==> config.mk <==
export PLATFORM = sky130hd
export DESIGN_NAME = cmnt_dir
export DESIGN_NICKNAME = d
export VERILOG_FILES = /design/src/design/cmnt_pkg.sv /design/src/design/cmnt_dir.sv
export SDC_FILE = /design/constraint.sdc
export NUM_CORES = 1
export LEC_CHECK = 0
export BUFFER_PORTS_ARGS = -buffer_cell sky130_fd_sc_hd__buf_2
export CORE_ASPECT_RATIO = 1.5
export CORE_UTILIZATION = 31
export CTS_CLUSTER_SIZE = 10
export DETAILED_ROUTE_END_ITERATION = 10
export GPL_TIMING_DRIVEN = 0
export SYNTH_ARGS = -nofsm -noshare
export SYNTH_HDL_FRONTEND = slang
export SYNTH_SLANG_ARGS = --single-unit
==> constraint.sdc <==
create_clock -name clk_i -period 5.9 [get_ports clk_i]
set_input_delay 0.295 -clock clk_i [delete_from_list [all_inputs] [get_ports clk_i]]
set_output_delay 0.295 -clock clk_i [all_outputs]
set_load 0.005 [all_outputs]
==> src/design/cmnt_pkg.sv <==
`timescale 1ns / 1ps
package cmnt_pkg;

  localparam int unsigned FACE_W = 3;
  localparam int unsigned IDX_W  = 5;
  localparam int unsigned CODE_W = 8;
  localparam int unsigned H_W    = 10;  // half face size, up to 512
  localparam int unsigned C_W    = 11;  // signed direction component
  localparam int unsigned SQ_W   = 20;  // component squared
  localparam int unsigned S_W    = 21;  // squared magnitude
  localparam int unsigned K_W    = 16;  // width of 255 squared
  localparam int unsigned R_W    = SQ_W + K_W;
  localparam int unsigned P_W    = K_W + S_W;
  localparam int unsigned NCOMP  = 3;

  localparam logic [K_W-1:0] K255SQ = 16'd65025;

  localparam logic [FACE_W-1:0] FACE_PX = 3'd0;
  localparam logic [FACE_W-1:0] FACE_NX = 3'd1;
  localparam logic [FACE_W-1:0] FACE_PY = 3'd2;
  localparam logic [FACE_W-1:0] FACE_NY = 3'd3;
  localparam logic [FACE_W-1:0] FACE_PZ = 3'd4;
  localparam logic [FACE_W-1:0] FACE_NZ = 3'd5;

  typedef struct packed {
    logic [FACE_W-1:0] face;
    logic [IDX_W-1:0]  column;
    logic [IDX_W-1:0]  row;
  } in_t;

  typedef struct packed {
    logic [CODE_W-1:0] red;
    logic [CODE_W-1:0] green;
    logic [CODE_W-1:0] blue;
  } out_t;

endpackage

==> src/design/cmnt_dir.sv <==
`timescale 1ns / 1ps
module cmnt_dir #(
  parameter int unsigned HALF = 16
) (
  input  logic                        clk_i,
  input  logic                        en_i,
  input  cmnt_pkg::in_t               item_i,
  output logic signed [cmnt_pkg::C_W-1:0] c_o [cmnt_pkg::NCOMP],
  output logic [cmnt_pkg::S_W-1:0]    s_o,
  output logic [cmnt_pkg::R_W-1:0]    r_o [cmnt_pkg::NCOMP]
);
  import cmnt_pkg::*;

  localparam logic signed [C_W-1:0] H = C_W'(HALF);

  logic signed [C_W-1:0] i_s, j_s;
  logic signed [C_W-1:0] c1_d [NCOMP];
  logic signed [C_W-1:0] c1_q [NCOMP], c2_q [NCOMP], c3_q [NCOMP];
  logic [SQ_W-1:0] sq2_q [NCOMP];
  logic [S_W-1:0]  s3_q;
  logic [R_W-1:0]  r3_q [NCOMP];
  logic signed [2*C_W-1:0] prod [NCOMP];

  assign i_s = $signed({{(C_W-IDX_W){1'b0}}, item_i.column});
  assign j_s = $signed({{(C_W-IDX_W){1'b0}}, item_i.row});

  always_comb begin
    case (item_i.face)
      FACE_PX: begin c1_d[0] = H;       c1_d[1] = H - j_s; c1_d[2] = H - i_s; end
      FACE_NX: begin c1_d[0] = -H;      c1_d[1] = H - j_s; c1_d[2] = i_s - H; end
      FACE_PY: begin c1_d[0] = i_s - H; c1_d[1] = H;       c1_d[2] = j_s - H; end
      FACE_NY: begin c1_d[0] = i_s - H; c1_d[1] = -H;      c1_d[2] = H - j_s; end
      FACE_PZ: begin c1_d[0] = i_s - H; c1_d[1] = H - j_s; c1_d[2] = H;       end
      FACE_NZ: begin c1_d[0] = H - i_s; c1_d[1] = H - j_s; c1_d[2] = -H;      end
      default: begin c1_d[0] = '0;      c1_d[1] = '0;      c1_d[2] = '0;      end
    endcase
  end

  for (genvar n = 0; n < NCOMP; n++) begin : g_comp
    assign prod[n] = c1_q[n] * c1_q[n];
    always_ff @(posedge clk_i) begin
      if (en_i) begin
        c1_q[n]  <= c1_d[n];
        c2_q[n]  <= c1_q[n];
        sq2_q[n] <= prod[n][SQ_W-1:0];
        c3_q[n]  <= c2_q[n];
        r3_q[n]  <= {{K_W{1'b0}}, sq2_q[n]} * K255SQ;
      end
    end
    assign c_o[n] = c3_q[n];
    assign r_o[n] = r3_q[n];
  end

  always_ff @(posedge clk_i) begin
    if (en_i) begin
      s3_q <= S_W'(sq2_q[0]) + S_W'(sq2_q[1]) + S_W'(sq2_q[2]);
    end
  end
  assign s_o = s3_q;

endmodule

== After elaboration in Yosys (flattened, before gate mapping) ==
Memory sizes are Yosys's and may differ from the RTL's.
Cells that the tools add are included.

* Add/sub/neg operators: 6
* Equality and inequality tests: 5
* Mux-type cells: 3
* $mul: 6
* Reductions and logical operators: 1

{| class="wikitable"
|+ Operators with widths
! operator !! count
|-
| $pmux W33 S6 || 1
|-
| $mul A20 B16 Y36 const B || 3
|-
| $mul A11 B11 Y20 || 3
|-
| $add A20 B20 Y21 || 1
|-
| $add A21 B20 Y21 || 1
|-
| $sub A5 B5 Y6 const A || 2
|-
| $sub A5 B5 Y6 const B || 2
|-
| $eq A3 B2 Y1 const B || 2
|-
| $eq A3 B3 Y1 const B || 2
|-
| $eq A3 B1 Y1 const B || 1
|-
| $logic_not A3 Y1 || 1
|-
| $mux W1 || 2
|}

* Input bits: 15
* Register bits: 21
* RAM bits: 267
* Memories kept: 5
* Logic and storage cells: 27

{| class="wikitable"
|+ Memory list
! memory !! words !! bits a word !! rd ports !! clocked after memory_dff !! write ports !! RTL line !! text
|-
| r3_q || 3 || 36 || 3 || 0 || 3 || cmnt_dir.sv:21 || <nowiki>logic [R_W-1:0] r3_q [NCOMP];</nowiki>
|-
| sq2_q || 3 || 20 || 3 || 0 || 3 || cmnt_dir.sv:19 || <nowiki>logic [SQ_W-1:0] sq2_q [NCOMP];</nowiki>
|-
| c1_q || 3 || 11 || 3 || 0 || 3 || cmnt_dir.sv:18 || <nowiki>logic signed [C_W-1:0] c1_q [NCOMP], c2_q [NCOMP], c3_q [NCOMP];</nowiki>
|-
| c2_q || 3 || 11 || 3 || 0 || 3 || cmnt_dir.sv:18 ||
|-
| c3_q || 3 || 11 || 3 || 0 || 3 || cmnt_dir.sv:18 ||
|}

== Depth between registers and ports, before layout ==
An unclocked memory read counts as a cell.

* Depth in word-level cells: 3
* Depth in mapped cells: 20

== Worst setup path before layout ==
OpenSTA, ideal clock, no wires.

* Path kind: reg-to-reg
* Start point: memory c1_q[1][10], in the netlist c1_q[0][21]
* End point: memory sq2_q[1][19], in the netlist sq2_q[0][39] (data pin)
* Arrival time: 5.406 ns
* Slack: 0.234 ns
* Stages on the path, launching flop included: 19
* Path buffers: 1
* Cells stage by stage: edfxtp_1 -> clkbuf_1 -> nand2_1 -> inv_1 -> fa_1 -> inv_1 -> fa_1 -> fa_1 -> fa_1 -> inv_1 -> fa_1 -> ha_1 -> or4_1 -> o21ai_0 -> a211oi_1 -> nor4b_1 -> o21bai_1 -> a21oi_1 -> xnor2_1

{| class="wikitable"
|+ RTL lines
! element !! RTL line
|-
| start, declared || cmnt_dir.sv:18
|-
| end, declared || cmnt_dir.sv:19
|}

==> results by group <==
Synth
  – YS warnings: 0
  – EDFF count, synth: 231
  – Sequential cell area fraction in the yosys report: 22.9%
  – Synthesized area: 30300 um2
  – Primary flip-flop cell chosen by synthesis mapping: sky130_fd_sc_hd__edfxtp_1
  – Asr flop ratio synth: 0%
  – Mean Syn Cell Area: 10.8 um2
  – Register bit total from synthesis: 231
  – Count of distinct cell types in the synthesized netlist: 77
  – Synthesized netlist cell count: 2789

Placed design
  – Number of placed cells counting well taps: 4256
  – Total half-perimeter wirelength after legalization and detailed placement: 56500 um
  – RD Place Congestion: 0.854
  – Count of port buffers added during placement: 171

Final layout
  – Cell Count, Final, Fillers Out: 4390
  – Diode insertion count for antenna repair: 0
  – Layout cells sized above 1: 11.8%
  – Area growth from synthesis to layout: 13.9%
  – Net count of the finished layout: 4013
  – Most common cell after layout, fill and taps aside: sky130_fd_sc_hd__inv_1
  – Commonest cells after routing, fill and taps aside: sky130_fd_sc_hd__inv_1, sky130_fd_sc_hd__fa_1, sky130_fd_sc_hd__ha_1

Worst hold path
  – Hold Path Origin: item_i[0]
  – Worst min path class: in -> reg
  – Number of cells on the worst hold path: 3
  – Endpoint, Worst Hold: c1_q[0][22]

Flow run
  – Max Cap Violations: 0

Clock tree
  – Clock root buffer master: sky130_fd_sc_hd__clkbuf_16
  – Number of hold buffers added after cts: 0
  – Number of clock sinks: 231
  – Maximum buffer depth of the clock tree: 3
  – Worst-path clk slew: 60 ps
  – Worst skew pair latency: 610 ps
  – Clock tree from TritonCTS: yes
  – Total CTS buffers: 29
  – H-tree depth: 1

Critical path
  – Crit Path Class: reg -> reg
  – Slack of the worst reg-to-reg path: 190 ps
  – Largest stage delay, worst path: 650 ps
  – Data arrival time of the worst path: 6050 ps
  – Slowest cell on crit path: sky130_fd_sc_hd__fa_2
  – Crit Path Max Fanout: 10
  – CP cell instances: clkbuf_2 > nand2_2 > inv_1 > fa_2 > inv_1 > fa_1 > inv_1 > fa_1 > inv_1 > fa_1 > inv_1 > fa_1 > ha_1 > a21o_1 > a2111oi_1 > a21oi_1 > and4_1 > or3_1
  – Reg-to-reg critical path endpoint: sq2_q[0][58]
  – Startpoint class of the critical path: flop
  – Crit. End Element: flop
  – Worst endpoint required time: 6240 ps
  – Worst Reg2Reg Path Length in Cells: 18
  – Worst flop-to-flop path startpoint: c1_q[0][31]
  – Top cell by count, worst path: sky130_fd_sc_hd__inv_1

Route
  – Wire length reported by the detailed router: 67800 um
  – Drt drc: 0
  – Number of detailed-route iterations in the first pass: 5
  – Count of routing violations after the opening detailed-route iteration: 619
  – Total vias in the final route: 19900
  – Post-detailed-route count of antenna-violating nets: 0
  – Final routed wire length divided by cell count: 15.5 um
  – Via count normalized by instance count: 4.54

Timing
  – Time the worst path needs with I/O delays and setup: 5710 ps
  – Count of final max-slew check failures: 0
  – Setup repair after global routing missed its margin: yes
  – Maximum operating frequency: 175 MHz
  – Clk_skew: 26.2 ps
  – Post-route clock period utilization: 96.8%
  – Worst hold margin: 77.6 ps
  – Transition time at the pin with the least slew margin: 750 ps
  – Slew margin rel.: 50.0%
  – Final setup viols: 0
  – Number of hold-slack violations in the final timing report: 0

Die
  – Die Span X: 257 um
  – Core region area: 96900 um2
  – Core Rows: 140
  – Area enclosed by the die boundary: 98900 um2
  – Die Ht: 385 um
  – Initial standard-cell utilization of the core: 31.2%
  – Total I/O pin count: 177

Global routing
  – First-pass GRT wire length: 108000 um
  – Met1 Usage GRT: 16.2%
  – Layer with the highest usage: met2
  – Pin count of the biggest net entering global routing: 80
  – Global routing met3 resource utilization: 1.62%
  – Remaining global-route overflow: 0
  – Total GRT Usage: 13.8%
  – Grt met2 use: 26.3%
  – Vias in the first global route: 21000
  – Initial antenna violation count: 1

Status
  – Run status: finished, final reports clean
## synthesized netlist by cell type (6+ instances only)
cell type | number | area share, %
sky130_fd_sc_hd__a21boi_0 | 8 | 0.20
sky130_fd_sc_hd__o21ai_0 | 68 | 1.1
sky130_fd_sc_hd__fa_1 | 449 | 30
sky130_fd_sc_hd__a211oi_1 | 19 | 0.47
sky130_fd_sc_hd__xor2_1 | 36 | 1.0
sky130_fd_sc_hd__o31ai_1 | 6 | 0.15
sky130_fd_sc_hd__nor2_1 | 99 | 1.2
sky130_fd_sc_hd__nand4_1 | 10 | 0.21
sky130_fd_sc_hd__o21bai_1 | 15 | 0.37
sky130_fd_sc_hd__clkbuf_1 | 28 | 0.35
sky130_fd_sc_hd__a21o_1 | 64 | 1.6
sky130_fd_sc_hd__nand2b_1 | 23 | 0.48
sky130_fd_sc_hd__or3_1 | 13 | 0.27
sky130_fd_sc_hd__and2_1 | 34 | 0.70
sky130_fd_sc_hd__buf_4 | 21 | 0.52
sky130_fd_sc_hd__nand2_1 | 97 | 1.2
sky130_fd_sc_hd__nor2b_1 | 28 | 0.58
sky130_fd_sc_hd__ha_1 | 449 | 19
sky130_fd_sc_hd__a31oi_1 | 12 | 0.25
sky130_fd_sc_hd__nor3_1 | 27 | 0.45
sky130_fd_sc_hd__edfxtp_1 | 231 | 23
sky130_fd_sc_hd__o21a_1 | 26 | 0.65
sky130_fd_sc_hd__a21oi_1 | 124 | 2.1
sky130_fd_sc_hd__mux2i_1 | 7 | 0.23
sky130_fd_sc_hd__inv_1 | 649 | 8.1
sky130_fd_sc_hd__and3_1 | 14 | 0.29
sky130_fd_sc_hd__xnor2_1 | 105 | 3.0
sky130_fd_sc_hd__nand3_1 | 30 | 0.50
## what timing repair did
| action | 4_1_cts | 5_1_grt |
|---|---|---|
| endpoints found under the setup margin | 22 | 25 |
| gates resized for setup | 9 | 27 |
| pin swaps | 0 | 1 |
| buffers inserted | 21 | 72 |
## area by class of cell
cell class              count  area, um2
multi-input cells        1872      20800
inverters                 650       2440
clock inverters             6       81.3
repair buffers            266       1620
clock buffers              37        756
flip-flops and latches    231       6940
well taps                1278       1600
fillers                  9628      62400
plain buffers              50        277
## per-layer routing
metal | vias to the layer above | routed length [um]
li1 | 9675 | -
met1 | 9872 | 28100
met2 | 288 | 35700
met3 | 82 | 2320
met4 | 0 | 1660
met5 | - | 0
## worst max path at each step
stage                           start      endpoint
final                     c1_q[0][31]  sq2_q[0][58]
after global routing      c1_q[0][31]  sq2_q[0][58]
after CTS                 c1_q[0][15]  sq2_q[0][39]
after detailed placement  c1_q[0][21]  sq2_q[0][39]
after global placement    c1_q[0][21]  sq2_q[0][39]
after floorplan           c1_q[0][21]  sq2_q[0][39]
## sequential cells by signal, summed over array words and instances, names as in the netlist
signal / cells
c2_q: 18
c1_q: 18
s_o: 21
r3_q: 105
sq2_q: 54
c3_q: 15
## cells by family after synthesis
family | after synthesis | synth area share, %
multiplexers | 8 | 0.306
AO/OA/AOI/OAI | 402 | 8.74
XOR/XNOR | 141 | 4.08
buffers and inverters | 702 | 8.99
flip-flops | 231 | 22.9
other | 2 | 0.0248
adder cells (fa/ha/maj) | 898 | 48.3
AND/OR/NAND/NOR | 405 | 6.66
## critical path, delay by kind of cell (launching register included)
kind	cells	cell delay [ps]
AOI/OAI and AO/OA	3	780
adders and majority gates	6	2820
buffers and inverters	6	670
DFF	1	400
and+or+nand+nor	3	770
## stage by stage
step	area [um2]	setup TNS (ps)	worst slack, ps	util [%]
after global placement	32800	-3450	-519	33.8
after CTS	33900	0	18.8	35.0
after floorplan	30300	0	234	-
final	34500	0	187	35.6
after detailed placement	32800	-4660	-557	33.9
after global routing	34500	-74.7	-74.7	35.6
Power is left out: the tool's default activity adds up to more than one toggle a clock period on the data nets, which glitch-free logic cannot reach.
